$ cat config.mk
export PLATFORM = sky130hd
export DESIGN_NAME = dual_stack_shared_memory_flat
export DESIGN_NICKNAME = d
export VERILOG_FILES = /design/src/sv/dssm_pkg.sv /design/src/sv/dssm_req_if.sv /design/src/sv/dssm_rsp_if.sv /design/src/sv/dssm_ctrl.sv /design/src/sv/dssm_dp.sv /design/src/sv/dual_stack_shared_memory.sv /design/src/flat_wrapper.sv
export SDC_FILE = /design/constraint.sdc
export NUM_CORES = 1
export LEC_CHECK = 0
export BUFFER_PORTS_ARGS = -buffer_cell sky130_fd_sc_hd__buf_4
export CAP_MARGIN = 20
export CORE_AREA = 2 2 258 260
export CTS_CLUSTER_SIZE = 40
export DETAILED_ROUTE_END_ITERATION = 12
export DIE_AREA = 0 0 260 262
export MAX_ROUTING_LAYER = met4
export PLACE_DENSITY = 0.54
export SLEW_MARGIN = 20
export SYNTH_ARGS = -nofsm -noshare
export SYNTH_HDL_FRONTEND = slang
export SYNTH_SLANG_ARGS = --single-unit
$ cat constraint.sdc
create_clock -name clk -period 6.33 [get_ports clk]
set_input_delay 0.9495 -clock clk [delete_from_list [all_inputs] [get_ports clk]]
set_output_delay 0.9495 -clock clk [all_outputs]
set_load 0.01 [all_outputs]
$ cat src/sv/dssm_pkg.sv
package dssm_pkg;

  localparam int DEPTH_DEFAULT = 16;
  localparam int WORD_W        = 32;
  localparam int OP_W          = 2;
  localparam int STATUS_W      = 2;

  localparam logic [OP_W-1:0] OP_PUSH = 2'd0;
  localparam logic [OP_W-1:0] OP_POP  = 2'd1;
  localparam logic [OP_W-1:0] OP_READ = 2'd2;

  localparam logic [STATUS_W-1:0] ST_OK        = 2'd0;
  localparam logic [STATUS_W-1:0] ST_OVERFLOW  = 2'd1;
  localparam logic [STATUS_W-1:0] ST_UNDERFLOW = 2'd2;

  typedef enum logic {
    S_IDLE,
    S_DONE
  } state_t;

  typedef struct packed {
    logic exec;
  } cmd_t;

endpackage

$ cat src/sv/dssm_req_if.sv
interface dssm_req_if;
  import dssm_pkg::*;

  logic                     valid;
  logic                     ready;
  logic [OP_W-1:0]          opcode;
  logic                     stack_sel;
  logic signed [WORD_W-1:0] push_value;

  modport source (output valid, output opcode, output stack_sel, output push_value,
                  input ready);
  modport sink (input valid, input opcode, input stack_sel, input push_value,
                output ready);

endinterface

$ cat src/sv/dssm_rsp_if.sv
interface dssm_rsp_if;
  import dssm_pkg::*;

  logic                     valid;
  logic                     ready;
  logic signed [WORD_W-1:0] top_value;
  logic [STATUS_W-1:0]      status;
  logic                     lower_empty;
  logic                     upper_empty;
  logic                     all_full;

  modport source (output valid, output top_value, output status, output lower_empty,
                  output upper_empty, output all_full, input ready);
  modport sink (input valid, input top_value, input status, input lower_empty,
                input upper_empty, input all_full, output ready);

endinterface

$ cat src/sv/dssm_ctrl.sv
module dssm_ctrl (
  input  logic           clk,
  input  logic           rst_n,
  input  logic           in_valid,
  output logic           in_ready,
  output logic           out_valid,
  input  logic           out_ready,
  output dssm_pkg::cmd_t cmd
);
  import dssm_pkg::*;

  state_t state_r, state_nxt;

  always_ff @(posedge clk) begin
    if (!rst_n) begin
      state_r <= S_IDLE;
    end else begin
      state_r <= state_nxt;
    end
  end

  always_comb begin
    state_nxt = state_r;
    unique case (state_r)
      S_IDLE: begin
        if (in_valid) begin
          state_nxt = S_DONE;
        end
      end
      S_DONE: begin
        if (out_ready) begin
          state_nxt = S_IDLE;
        end
      end
      default: state_nxt = S_IDLE;
    endcase
  end

  always_comb begin
    in_ready  = 1'b0;
    out_valid = 1'b0;
    cmd.exec  = 1'b0;
    unique case (state_r)
      S_IDLE: begin
        in_ready = 1'b1;
        cmd.exec = in_valid;
      end
      S_DONE: begin
        out_valid = 1'b1;
      end
      default: begin
        in_ready = 1'b0;
      end
    endcase
  end

endmodule

$ cat src/sv/dssm_dp.sv
module dssm_dp #(
  parameter int DEPTH = dssm_pkg::DEPTH_DEFAULT
) (
  input  logic                               clk,
  input  logic                               rst_n,
  input  dssm_pkg::cmd_t                     cmd,
  input  logic [dssm_pkg::OP_W-1:0]          opcode,
  input  logic                               stack_sel,
  input  logic signed [dssm_pkg::WORD_W-1:0] push_value,
  output logic signed [dssm_pkg::WORD_W-1:0] top_value,
  output logic [dssm_pkg::STATUS_W-1:0]      status,
  output logic                               lower_empty,
  output logic                               upper_empty,
  output logic                               all_full
);
  import dssm_pkg::*;

  localparam int CW = $clog2(DEPTH + 1);
  localparam int AW = $clog2(DEPTH);
  localparam logic [CW:0]   DEPTH_S = (CW + 1)'(DEPTH);
  localparam logic [CW-1:0] DEPTH_C = CW'(DEPTH);

  logic [WORD_W-1:0] mem [DEPTH];

  logic [CW-1:0]       lower_cnt_r, lower_cnt_nxt;
  logic [CW-1:0]       upper_cnt_r, upper_cnt_nxt;
  logic [STATUS_W-1:0] status_r, status_nxt;
  logic                top_sel_r;
  logic [WORD_W-1:0]   rd_data_r;

  logic [CW-1:0] sel_cnt;
  logic [CW:0]   used;
  logic          full;
  logic          we;
  logic          re;
  logic [CW-1:0] waddr;
  logic [CW-1:0] raddr;

  always_comb begin
    sel_cnt       = stack_sel ? upper_cnt_r : lower_cnt_r;
    used          = {1'b0, lower_cnt_r} + {1'b0, upper_cnt_r};
    full          = (used >= DEPTH_S);
    lower_cnt_nxt = lower_cnt_r;
    upper_cnt_nxt = upper_cnt_r;
    status_nxt    = ST_OK;
    we            = 1'b0;
    re            = 1'b0;
    waddr         = stack_sel ? (DEPTH_C - CW'(1) - upper_cnt_r) : lower_cnt_r;
    raddr         = stack_sel ? (DEPTH_C - upper_cnt_r) : (lower_cnt_r - CW'(1));
    priority if (opcode == OP_PUSH) begin
      if (full) begin
        status_nxt = ST_OVERFLOW;
      end else begin
        we = 1'b1;
        if (stack_sel) begin
          upper_cnt_nxt = upper_cnt_r + CW'(1);
        end else begin
          lower_cnt_nxt = lower_cnt_r + CW'(1);
        end
      end
    end else if (opcode == OP_POP) begin
      if (sel_cnt == '0) begin
        status_nxt = ST_UNDERFLOW;
      end else if (stack_sel) begin
        upper_cnt_nxt = upper_cnt_r - CW'(1);
      end else begin
        lower_cnt_nxt = lower_cnt_r - CW'(1);
      end
    end else if (opcode == OP_READ) begin
      if (sel_cnt == '0) begin
        status_nxt = ST_UNDERFLOW;
      end else begin
        re = 1'b1;
      end
    end else begin
      status_nxt = ST_OK;
    end
  end

  always_ff @(posedge clk) begin
    if (!rst_n) begin
      lower_cnt_r <= '0;
      upper_cnt_r <= '0;
    end else if (cmd.exec) begin
      lower_cnt_r <= lower_cnt_nxt;
      upper_cnt_r <= upper_cnt_nxt;
    end
  end

  always_ff @(posedge clk) begin
    if (cmd.exec) begin
      status_r  <= status_nxt;
      top_sel_r <= re;
    end
  end

  always_ff @(posedge clk) begin
    if (cmd.exec && we) begin
      mem[waddr[AW-1:0]] <= push_value;
    end
    if (cmd.exec && re) begin
      rd_data_r <= mem[raddr[AW-1:0]];
    end
  end

  assign top_value   = top_sel_r ? rd_data_r : '0;
  assign status      = status_r;
  assign lower_empty = (lower_cnt_r == '0);
  assign upper_empty = (upper_cnt_r == '0);
  assign all_full    = full;

endmodule

$ cat src/sv/dual_stack_shared_memory.sv
// Channel   Dir   Fields                                               Handshake
// in_req    in    opcode, stack_sel, push_value                        valid/ready
// out_rsp   out   top_value, status, lower_empty, upper_empty, all_full valid/ready
//
// A request is taken when the block is idle; its result is valid in the next cycle.
// The result is held until it is taken, and the next request is taken after that,
// so the block does not take a new request while a result is still waiting.
// The state machine takes a request only in its idle state.
// Reset clears both stack counts; the word memory is not cleared.
module dual_stack_shared_memory #(
  parameter int DEPTH = dssm_pkg::DEPTH_DEFAULT
) (
  input logic        clk,
  input logic        rst_n,
  dssm_req_if.sink   in_req,
  dssm_rsp_if.source out_rsp
);
  import dssm_pkg::*;

  cmd_t cmd;

  dssm_ctrl u_ctrl (
    .clk       (clk),
    .rst_n     (rst_n),
    .in_valid  (in_req.valid),
    .in_ready  (in_req.ready),
    .out_valid (out_rsp.valid),
    .out_ready (out_rsp.ready),
    .cmd       (cmd)
  );

  dssm_dp #(
    .DEPTH (DEPTH)
  ) u_dp (
    .clk         (clk),
    .rst_n       (rst_n),
    .cmd         (cmd),
    .opcode      (in_req.opcode),
    .stack_sel   (in_req.stack_sel),
    .push_value  (in_req.push_value),
    .top_value   (out_rsp.top_value),
    .status      (out_rsp.status),
    .lower_empty (out_rsp.lower_empty),
    .upper_empty (out_rsp.upper_empty),
    .all_full    (out_rsp.all_full)
  );

endmodule

$ cat src/flat_wrapper.sv
// flat-port wrapper written by rule: the top's interface ports become plain ports
module dual_stack_shared_memory_flat import dssm_pkg::*;
#(
  parameter int DEPTH = dssm_pkg::DEPTH_DEFAULT
)
  (clk, rst_n, in_req_valid, in_req_opcode, in_req_stack_sel, in_req_push_value, in_req_ready, out_rsp_valid, out_rsp_top_value, out_rsp_status, out_rsp_lower_empty, out_rsp_upper_empty, out_rsp_all_full, out_rsp_ready);
  dssm_req_if in_req_i ();
  dssm_rsp_if out_rsp_i ();
  input logic clk;
  input logic rst_n;
  input wire logic [$bits(in_req_i.valid)-1:0] in_req_valid;
  input wire logic [$bits(in_req_i.opcode)-1:0] in_req_opcode;
  input wire logic [$bits(in_req_i.stack_sel)-1:0] in_req_stack_sel;
  input wire logic [$bits(in_req_i.push_value)-1:0] in_req_push_value;
  output wire logic [$bits(in_req_i.ready)-1:0] in_req_ready;
  output wire logic [$bits(out_rsp_i.valid)-1:0] out_rsp_valid;
  output wire logic [$bits(out_rsp_i.top_value)-1:0] out_rsp_top_value;
  output wire logic [$bits(out_rsp_i.status)-1:0] out_rsp_status;
  output wire logic [$bits(out_rsp_i.lower_empty)-1:0] out_rsp_lower_empty;
  output wire logic [$bits(out_rsp_i.upper_empty)-1:0] out_rsp_upper_empty;
  output wire logic [$bits(out_rsp_i.all_full)-1:0] out_rsp_all_full;
  input wire logic [$bits(out_rsp_i.ready)-1:0] out_rsp_ready;
  assign in_req_i.valid = in_req_valid;
  assign in_req_i.opcode = in_req_opcode;
  assign in_req_i.stack_sel = in_req_stack_sel;
  assign in_req_i.push_value = in_req_push_value;
  assign in_req_ready = in_req_i.ready;
  assign out_rsp_valid = out_rsp_i.valid;
  assign out_rsp_top_value = out_rsp_i.top_value;
  assign out_rsp_status = out_rsp_i.status;
  assign out_rsp_lower_empty = out_rsp_i.lower_empty;
  assign out_rsp_upper_empty = out_rsp_i.upper_empty;
  assign out_rsp_all_full = out_rsp_i.all_full;
  assign out_rsp_i.ready = out_rsp_ready;
  dual_stack_shared_memory #(.DEPTH(DEPTH)) u_core (.clk(clk), .rst_n(rst_n), .in_req(in_req_i), .out_rsp(out_rsp_i));
endmodule
# ---- Yosys cells after proc, flatten, opt, wreduce, memory -nomap -nowiden
# Memory sizes are Yosys's and may differ from the RTL's. A register that Yosys moved wholly into a read port is not among the register bits.
# Index checks and enable logic that the tools add are counted.
dict set report word_totals {
  mem_bits_ro 0
  latch_bits 0
  mem_count 1
  ram_bits 512
  output_inout_bits 39
  elab_cells 67
  regBits 14
}
dict set report classes {
  div 0
  reduce_logical 10
  mux 35
  shift 0
  bitwise_logic 1
  n_addsub 7
  mul 0
  n_lt_le_gt_ge 1
  eq_ne 7
}
# memory words word_bits rd rd_ports_with_merged_regs wr line_no
set mem_list {}
lappend mem_list {u_core.u_dp.mem 16 32 1 1 1 dssm_dp.sv:23} ;# logic [WORD_W-1:0] mem [DEPTH];
# cell n
set op_table {}
lappend op_table {{5-bit 2-to-1 mux} 13}
lappend op_table {{32-bit 2-to-1 mux} 1}
lappend op_table {{5-bit logical NOT} 3}
lappend op_table {{1-bit 2-to-1 mux} 14}
lappend op_table {{6-bit AND reduction} 2}
lappend op_table {{5-bit by 1-bit adder with 5-bit output (second input constant)} 2}
lappend op_table {{5-bit by 1-bit subtractor with 5-bit output (second input constant)} 2}
lappend op_table {{2-bit 2-to-1 mux} 4}
lappend op_table {{4-bit 2-to-1 mux} 2}
lappend op_table {{2-bit != test (second input constant)} 4}
lappend op_table {{5-bit by 5-bit adder with 6-bit output} 1}
lappend op_table {{6-bit by 5-bit >= comparator with 1-bit output (second input constant)} 1}
lappend op_table {{2-bit nonzero test} 2}
lappend op_table {{1-bit by 4-bit subtractor with 4-bit output (first input constant)} 1}
lappend op_table {{4-bit subtractor (first input constant)} 1}
lappend op_table {{2-bit by 1-bit == test with 1-bit output (second input constant)} 1}
lappend op_table {{2-bit == test (second input constant)} 1}
lappend op_table {{1-bit logical AND} 2}
lappend op_table {{2-bit logical NOT} 1}
lappend op_table {{2-bit by 1-bit != test with 1-bit output (second input constant)} 1}
lappend op_table {{1-bit case mux with 2 select lines} 1}
lappend op_table {{1-bit NOT} 1}

# ---- Logic depth before layout (Yosys ltp)
# Gate-level depths: netlist of run 1.
dict set report depth {
  ltp_word 7
  depth_mapped 10
  depth_no_buf 9
}

# ---- Cells and area by module
# A second synthesis of run 1 with hierarchy kept.
dict set report unflattened {
  hier_cells 1262
  area_unflattened_um2 22953.3
}
# mod cells_per_inst area_per_inst_um2 instances
set by_module_without_submodules {}
lappend by_module_without_submodules {dssm_dp 1257 22909.5 1}
lappend by_module_without_submodules {dssm_ctrl 5 43.8 1}

# ---- Worst setup path after synthesis of run 1
# OpenSTA, ideal clock, no wires.
dict set report synth_path {
  path_kind {in2reg}
  start {in in_req_opcode[0]}
  end {mem u_core.u_dp.mem[11][0] (enable)}
  setup_time_ns 0.421
  arrival_ns 3.188
  cell_stages 7
  t_required_ns 5.909
  setup_slack_ns 2.721
  path_cell_list {or2_1 -> buf_6 -> nor3_4 -> nand2_1 -> nor2_1 -> nand2_1 -> nor2_1}
}
dict set report synth_via {
  elab_chain_len 5
}
# element line_no
set synth_lines {}
lappend synth_lines {{start: declaration} flat_wrapper.sv:12} ;# input wire logic [$bits(in_req_i.opcode)-1:0] in_req_opcode;
lappend synth_lines {{2-bit logical NOT} dssm_dp.sv:50} ;# priority if (opcode == OP_PUSH) begin
lappend synth_lines {{1-bit 2-to-1 mux} dssm_dp.sv:50}
lappend synth_lines {{1-bit logical AND} dssm_dp.sv:98} ;# if (cmd.exec && we) begin
lappend synth_lines {{1-bit 2-to-1 mux} dssm_dp.sv:98}
lappend synth_lines {{1-bit 2-to-1 mux (not written as such)} dssm_dp.sv:99} ;# mem[waddr[AW-1:0]] <= push_value;
lappend synth_lines {{end: declaration} dssm_dp.sv:23}
# No other way between the ends.

# ---- Final worst setup path of run 1
dict set report layout_path {
  start {reg u_core.u_dp.lower_cnt_r[0]}
  end {reg u_core.u_dp.rd_data_r[3] (read register of u_core.u_dp.mem) (data pin)}
}
dict set report layout_via {
  elab_chain_len 7
}
# element line_no
set layout_lines {}
lappend layout_lines {{start: declaration} dssm_dp.sv:25} ;# logic [CW-1:0] lower_cnt_r, lower_cnt_nxt;
lappend layout_lines {{start signal: assignment} dssm_dp.sv:85} ;# lower_cnt_r <= lower_cnt_nxt;
lappend layout_lines {{5-bit 2-to-1 mux} dssm_dp.sv:40} ;# sel_cnt = stack_sel ? upper_cnt_r : lower_cnt_r;
lappend layout_lines {{5-bit logical NOT} dssm_dp.sv:70} ;# if (sel_cnt == '0) begin
lappend layout_lines {{1-bit 2-to-1 mux} dssm_dp.sv:70}
lappend layout_lines {{1-bit 2-to-1 mux} dssm_dp.sv:69} ;# end else if (opcode == OP_READ) begin
lappend layout_lines {{1-bit 2-to-1 mux} dssm_dp.sv:61} ;# end else if (opcode == OP_POP) begin
lappend layout_lines {{1-bit 2-to-1 mux} dssm_dp.sv:50}
lappend layout_lines {{1-bit logical AND} dssm_dp.sv:101} ;# if (cmd.exec && re) begin
lappend layout_lines {{end: declaration} dssm_dp.sv:29} ;# logic [WORD_W-1:0] rd_data_r;
# Parallel ways exist; a longest one is shown, timed or not.
# A chain may end at the register's enable or synchronous reset.

==> out/metrics.csv, run 1 <==
metric;value;unit
status;complete, no violations;
Critical Path Slowest Stage Cell;buf_4;
DR iter-0 viols;936;
hold wc startpoint;u_core.u_ctrl.state_r;
reg2reg end;u_core.u_dp.rd_data_r[3];
CTS tree;done;
Placement Cell Area;24300;sq um
setup violators final;0;
Fin Clk Skew;13.0;ps
max-slew violation count;0;
slowest stage delay, CP;860;ps
commonest non-fill, non-tap cell in the layout;edfxtp_1;
setup total negative slack;0;ps
buffers inserted by post-CTS timing repair;0;
reg-to-reg setup timing slack;2420;ps
Final Cell Area;26100;sq um
fin crit share;0.617;
total gr overflow;0;
final antenna-violating net count;0;
final net count;1684;
startpoint types;register;
GR Util met2;0.288;
largest net degree at the start of global routing;155;
CP max FO;88;
fmax;256;MHz
Crit Path Class;reg -> reg;
placed wire-length estimate;30400;um
Clock Latency Late Sink;600;ps
# DRC;0;
core area;65300;sq um
Final Wtd Congestion;0.756;
yosys warns;0;
vias per inst;5.35;
reg2reg path depth;7;
worst setup margin;2420;ps
post-synth top area cell;edfxtp_1;
Avg Cell Area, Syn;14.2;sq um
layer with the highest usage;met2;
Post-Place Worst Slack;1770;ps
# hold bufs at CTS;0;
diode count;0;
ys flop type;edfxtp_1;
CP endpoint kind;register;
Worst Hold Class;reg -> reg;
min Tclk post-route;3910;ps
final hold violation count;0;
die height;262;um
synthesized cell area;22600;sq um
CTS-repair resized insts;0;
Worst Tran Pin Value;1090;ps
unrepaired setup endpoints after global routing;false;
DR pass1 iterations;5;
Finished Core Util;0.399;
Syn Nets;1642;
met1 GRT Util;0.219;
CTS Buffer Depth;3;
Slew HR;0.271;
worst hold endpoint;u_core.u_ctrl.state_r;
Site Rows;94;
Synth top area share;0.725;
synth top area cells;edfxtp_1, a211oi_1, nand2_1;
GR Util All Layers;0.172;
Peak VDD IR;0.201;mV
layout cell share with drive strength beyond 1;0.130;
clock slew at reported path FFs;60;ps
M3 GR Usage;0.0233;
Avg WL per Cell;22.3;um
Critical Path AT;4220;ps
Yosys reg bits;558;
DIE WIDTH;260;um
CTS Buf Count;56;
max cap viols;0;
Synth Instances;1591;
register area share after synthesis;0.735;
Crit Reg-Reg Startpoint;u_core.u_dp.lower_cnt_r[0];
global-route wire length before repair;86000;um
asr flop ratio synth;0;
Power Density;309;nW/um^2
leakage power;8.67;nW
Worst EP required;6640;ps
Area Overhead vs Synth;15.1;%
total number of vias;13600;
top-level I/O count;78;
Hold Crit Depth;2;
kind of cell adding the most delay to the critical path;compound AO/OA/AOI/OAI gates;
die area;68100;sq um
H-tree depth;2;
clk sink count;558;
Tot Pwr;8.04;mW
Total Wirelength;56800;um
post-synth cell types;45;
initial antenna violation count;1;
EDFF count, synth;547;
CP cell instances;inv_1, ha_1, o21ai_4, buf_4, a311oi_1, a211oi_1, a21oi_1;
commonest cells after routing, fill and taps aside;edfxtp_1, nand2_1, a211oi_1;
CTS root buf;clkbuf_16;
number of port buffers;77;
initial core utilization;0.347;
Buf/Inv on CP;2;
vias in the first global route;13700;
[worst register-to-register path: cells and delay by family, from the launching register on]
| kind | cells | cell delay (ps) |
|---|---|---|
| AOI/OAI and AO/OA | 4 | 1650 |
| buffers and inverters | 2 | 1000 |
| DFF | 1 | 580 |
| adders and majority gates | 1 | 390 |
[registers in the layout, summed over array words and instances, names as in the netlist]
register and count:
u_core.u_dp.lower_cnt_r 5, u_core.u_dp.rd_data_r 32, u_core.u_dp.upper_cnt_r 5, u_core.u_dp.mem 512, u_core.u_dp.status 2, u_core.u_ctrl.state_r 1
u_core.u_dp.top_sel_r 1
[cell usage after synthesis (12+ instances only)]
cell      instances
nor2_1           23
clkbuf_1         57
a21oi_1          71
a311oi_1         64
edfxtp_1        547
and2_1           40
and3_1          131
nand2_1         273
buf_2            53
a31oi_1          64
inv_1            12
a211oi_1        160
[per-stage QoR]
step,instances,hold WS (ps)
after floorplan,1591,553
final,2543,557
after global placement,2431,524
after CTS,2543,558
after global routing,2543,588
after detailed placement,2439,540
[layer usage]
metal	up-vias	wire length, um
met5	-	0
met4	0	1260
met3	72	2670
met2	340	28100
met1	6916	24700
li1	6271	-
[power breakdown]
group	switching (mW)	internal (mW)
sequential	0.0112	4.10
clock	1.35	1.84
combinational	0.505	0.237
total	1.87	6.18
[layout make-up]
type | instances | area, sq um
Clock buffer | 70 | 1480
Clock inverter | 34 | 277
Fill cell | 6043 | 39200
Inverter | 13 | 48.8
Multi-Input combinational cell | 895 | 5530
Sequential cell | 558 | 16600
Tap cell | 864 | 1080
Timing Repair Buffer | 109 | 1000
[kinds of logic (layout without fill, tap and decap cells)]
kind of cell	after synthesis	after routing	share of synthesized area
AOI/OAI and AO/OA	372	372	0.116
buffers and inverters	138	226	0.0283
adders and majority gates	12	12	0.00696
DFF	558	558	0.735
muxes	7	7	0.00315
xor gates and xnor gates	14	14	0.00542
and+or+nand+nor	490	490	0.105
[worst max-delay path by stage]
stage,startpoint,endpoint,cells past startpoint
after floorplan,in_req_opcode[0],u_core.u_dp.mem[11][0],7
after global placement,in_req_stack_sel,u_core.u_dp.mem[15][20],5
after detailed placement,in_req_stack_sel,u_core.u_dp.mem[7][17],6
after CTS,u_core.u_dp.lower_cnt_r[0],u_core.u_dp.mem[7][16],5
after global routing,u_core.u_dp.lower_cnt_r[0],u_core.u_dp.rd_data_r[11],7
final,u_core.u_dp.lower_cnt_r[0],u_core.u_dp.rd_data_r[3],7
No activity file was read; power rests on OpenSTA's default activity.
==> run 2, diff against run 1 <==
--- a/config.mk
+++ b/config.mk
@@ -12,7 +12,7 @@
 export DETAILED_ROUTE_END_ITERATION = 12
 export DIE_AREA = 0 0 260 262
 export MAX_ROUTING_LAYER = met4
-export PLACE_DENSITY = 0.54
+export PLACE_DENSITY = 0.55
 export SLEW_MARGIN = 20
 export SYNTH_ARGS = -nofsm -noshare
 export SYNTH_HDL_FRONTEND = slang
==> constraint.sdc (replaced) <==
create_clock -name clk -period 3.1 [get_ports clk]
set_input_delay 0.465 -clock clk [delete_from_list [all_inputs] [get_ports clk]]
set_output_delay 0.465 -clock clk [all_outputs]
set_load 0.01 [all_outputs]
==> out/metrics.csv, run 2 (same netlist as run 1, synthesis figures left out) <==
metric;value;unit;change
die height;262;um;unchanged
CP max FO;34;;-61%
layout cell share with drive strength beyond 1;0.147;;+0.0170
Area Overhead vs Synth;17.5;%;
CP endpoint kind;register;;
DR iter-0 viols;881;;-5.9%
final antenna-violating net count;0;;unchanged
clk sink count;558;;unchanged
min Tclk post-route;2690;ps;-1220 ps
Fin Clk Skew;25.6;ps;+12.7 ps
setup total negative slack;0;ps;unchanged
unrepaired setup endpoints after global routing;false;;
Worst EP required;3580;ps;-3060 ps
initial core utilization;0.347;;unchanged
Critical Path Slowest Stage Cell;dfxtp_1;;
cell mode on critical path;a21oi_1;;
Final Wtd Congestion;0.767;;+1.4%
status;complete, no violations;;
Power Density;634;nW/um^2;+110%
setup violators final;0;;unchanged
slowest stage delay, CP;540;ps;-320 ps
Peak VDD IR;0.401;mV;+100%
fmax;372;MHz;+45%
Critical Path AT;3170;ps;-1050 ps
top-level I/O count;78;;unchanged
final hold violation count;0;;unchanged
commonest non-fill, non-tap cell in the layout;edfxtp_1;;
Finished Core Util;0.408;;+0.00832
# DRC;0;;unchanged
core area;65300;sq um;unchanged
CTS Buf Count;59;;+5.4%
total gr overflow;0;;unchanged
Worst Tran Pin Value;963;ps;-131 ps
CTS-repair resized insts;0;;unchanged
final net count;1718;;+2.0%
fin crit share;0.868;;+0.251
largest net degree at the start of global routing;74;;-52%
fillers;5983;;-0.99%
CTS root buf;clkbuf_16;;
Slew HR;0.356;;+0.0847
DIE WIDTH;260;um;unchanged
startpoint types;register;;
initial antenna violation count;0;;-1
layer with the highest usage;met2;;
commonest cells after routing, fill and taps aside;edfxtp_1, nand2_1, a211oi_1;;
GR Util met2;0.289;;+0.000296
H-tree depth;2;;unchanged
Crit Path Class;reg -> reg;;
# hold bufs at CTS;0;;unchanged
vias per inst;5.31;;-0.71%
number of port buffers;77;;unchanged
Post-Place Cells;2470;;+1.3%
Buf/Inv on CP;3;;+1
CP cell instances;inv_1, ha_1, o21ai_4, buf_12, buf_4, a211oi_1, a311oi_1, a21oi_1, a21oi_1;;
CTS Buffer Depth;3;;unchanged
M3 GR Usage;0.0281;;+0.00473
GR Util All Layers;0.174;;+0.00235
Largest register FFs;512;;unchanged
Post-Place Worst Slack;410;ps;-1360 ps
placed wire-length estimate;31900;um;+5.0%
Site Rows;94;;unchanged
die area;68100;sq um;unchanged
max-slew violation count;0;;unchanged
Worst Hold Class;in -> reg;;
global-route wire length before repair;87100;um;+1.2%
leakage power;8.93;nW;+3.1%
DR pass1 iterations;6;;+1
met1 GRT Util;0.224;;+0.00533
kind of cell adding the most delay to the critical path;compound AO/OA/AOI/OAI gates;;
diode count;0;;unchanged
clock slew at reported path FFs;60;ps;about the same
total number of vias;13700;;+0.46%
Total Wirelength;57900;um;+2.0%
Final Non-Filler Cells;2573;;+1.2%
Clock Latency Late Sink;630;ps;+30 ps
CTS tree;done;;
max cap viols;0;;unchanged
buffers inserted by post-CTS timing repair;0;;unchanged
Avg WL per Cell;22.5;um;+0.79%
worst setup margin;409;ps;-2010 ps
vias in the first global route;13800;;+0.45%
[run 2: final cells by class]
cell class	count	area, sq um	area share
tap	864	1080	0.0406
timing repair buffer	140	1410	0.0531
clock buffer	75	1560	0.0586
multi-input combinational	895	5530	0.208
clock inverter	28	324	0.0122
sequential	558	16600	0.626
inverter	13	48.8	0.00183
[run 2: worst paths after layout]
path / to / cells past startpoint / start / slack, ps
setup / recovery: u_core.u_dp.rd_data_r[25] / 9 / u_core.u_dp.lower_cnt_r[0] / 410
hold / removal: u_core.u_ctrl.state_r / 2 / in_req_valid / 90
setup reg to reg: u_core.u_dp.rd_data_r[25] / 9 / u_core.u_dp.lower_cnt_r[0] / 410
hold reg to reg: u_core.u_ctrl.state_r / 2 / u_core.u_ctrl.state_r / 540
[run 2: metal layers]
layer / up-vias / part of all wire
li1: 6324 / -
met5: - / 0
met3: 85 / 0.047
met2: 333 / 0.49
met1: 6920 / 0.44
met4: 0 / 0.020
[run 2: where the power goes]
part	switching [mW]	internal, mW
registers	0.0270	8.36
clock network	2.88	4.03
logic	1.02	0.550
[run 2: worst register-to-register path: stages (launching register included)]
cell      delay, ps
dfxtp_1         540
inv_1           120
ha_1            370
o21ai_4         190
buf_12          190
buf_4           370
a211oi_1        120
a311oi_1        340
a21oi_1         130
a21oi_1         180
[run 2: per-stage QoR]
step	power [mW]	hold slack (ps)	area, sq um
final	16.9	87.1	26600
after global routing	17.5	66.4	26600
after CTS	17.0	63.9	26600
after detailed placement	10.1	534	24700
after global placement	10.1	525	24700
after floorplan	9.52	553	22700
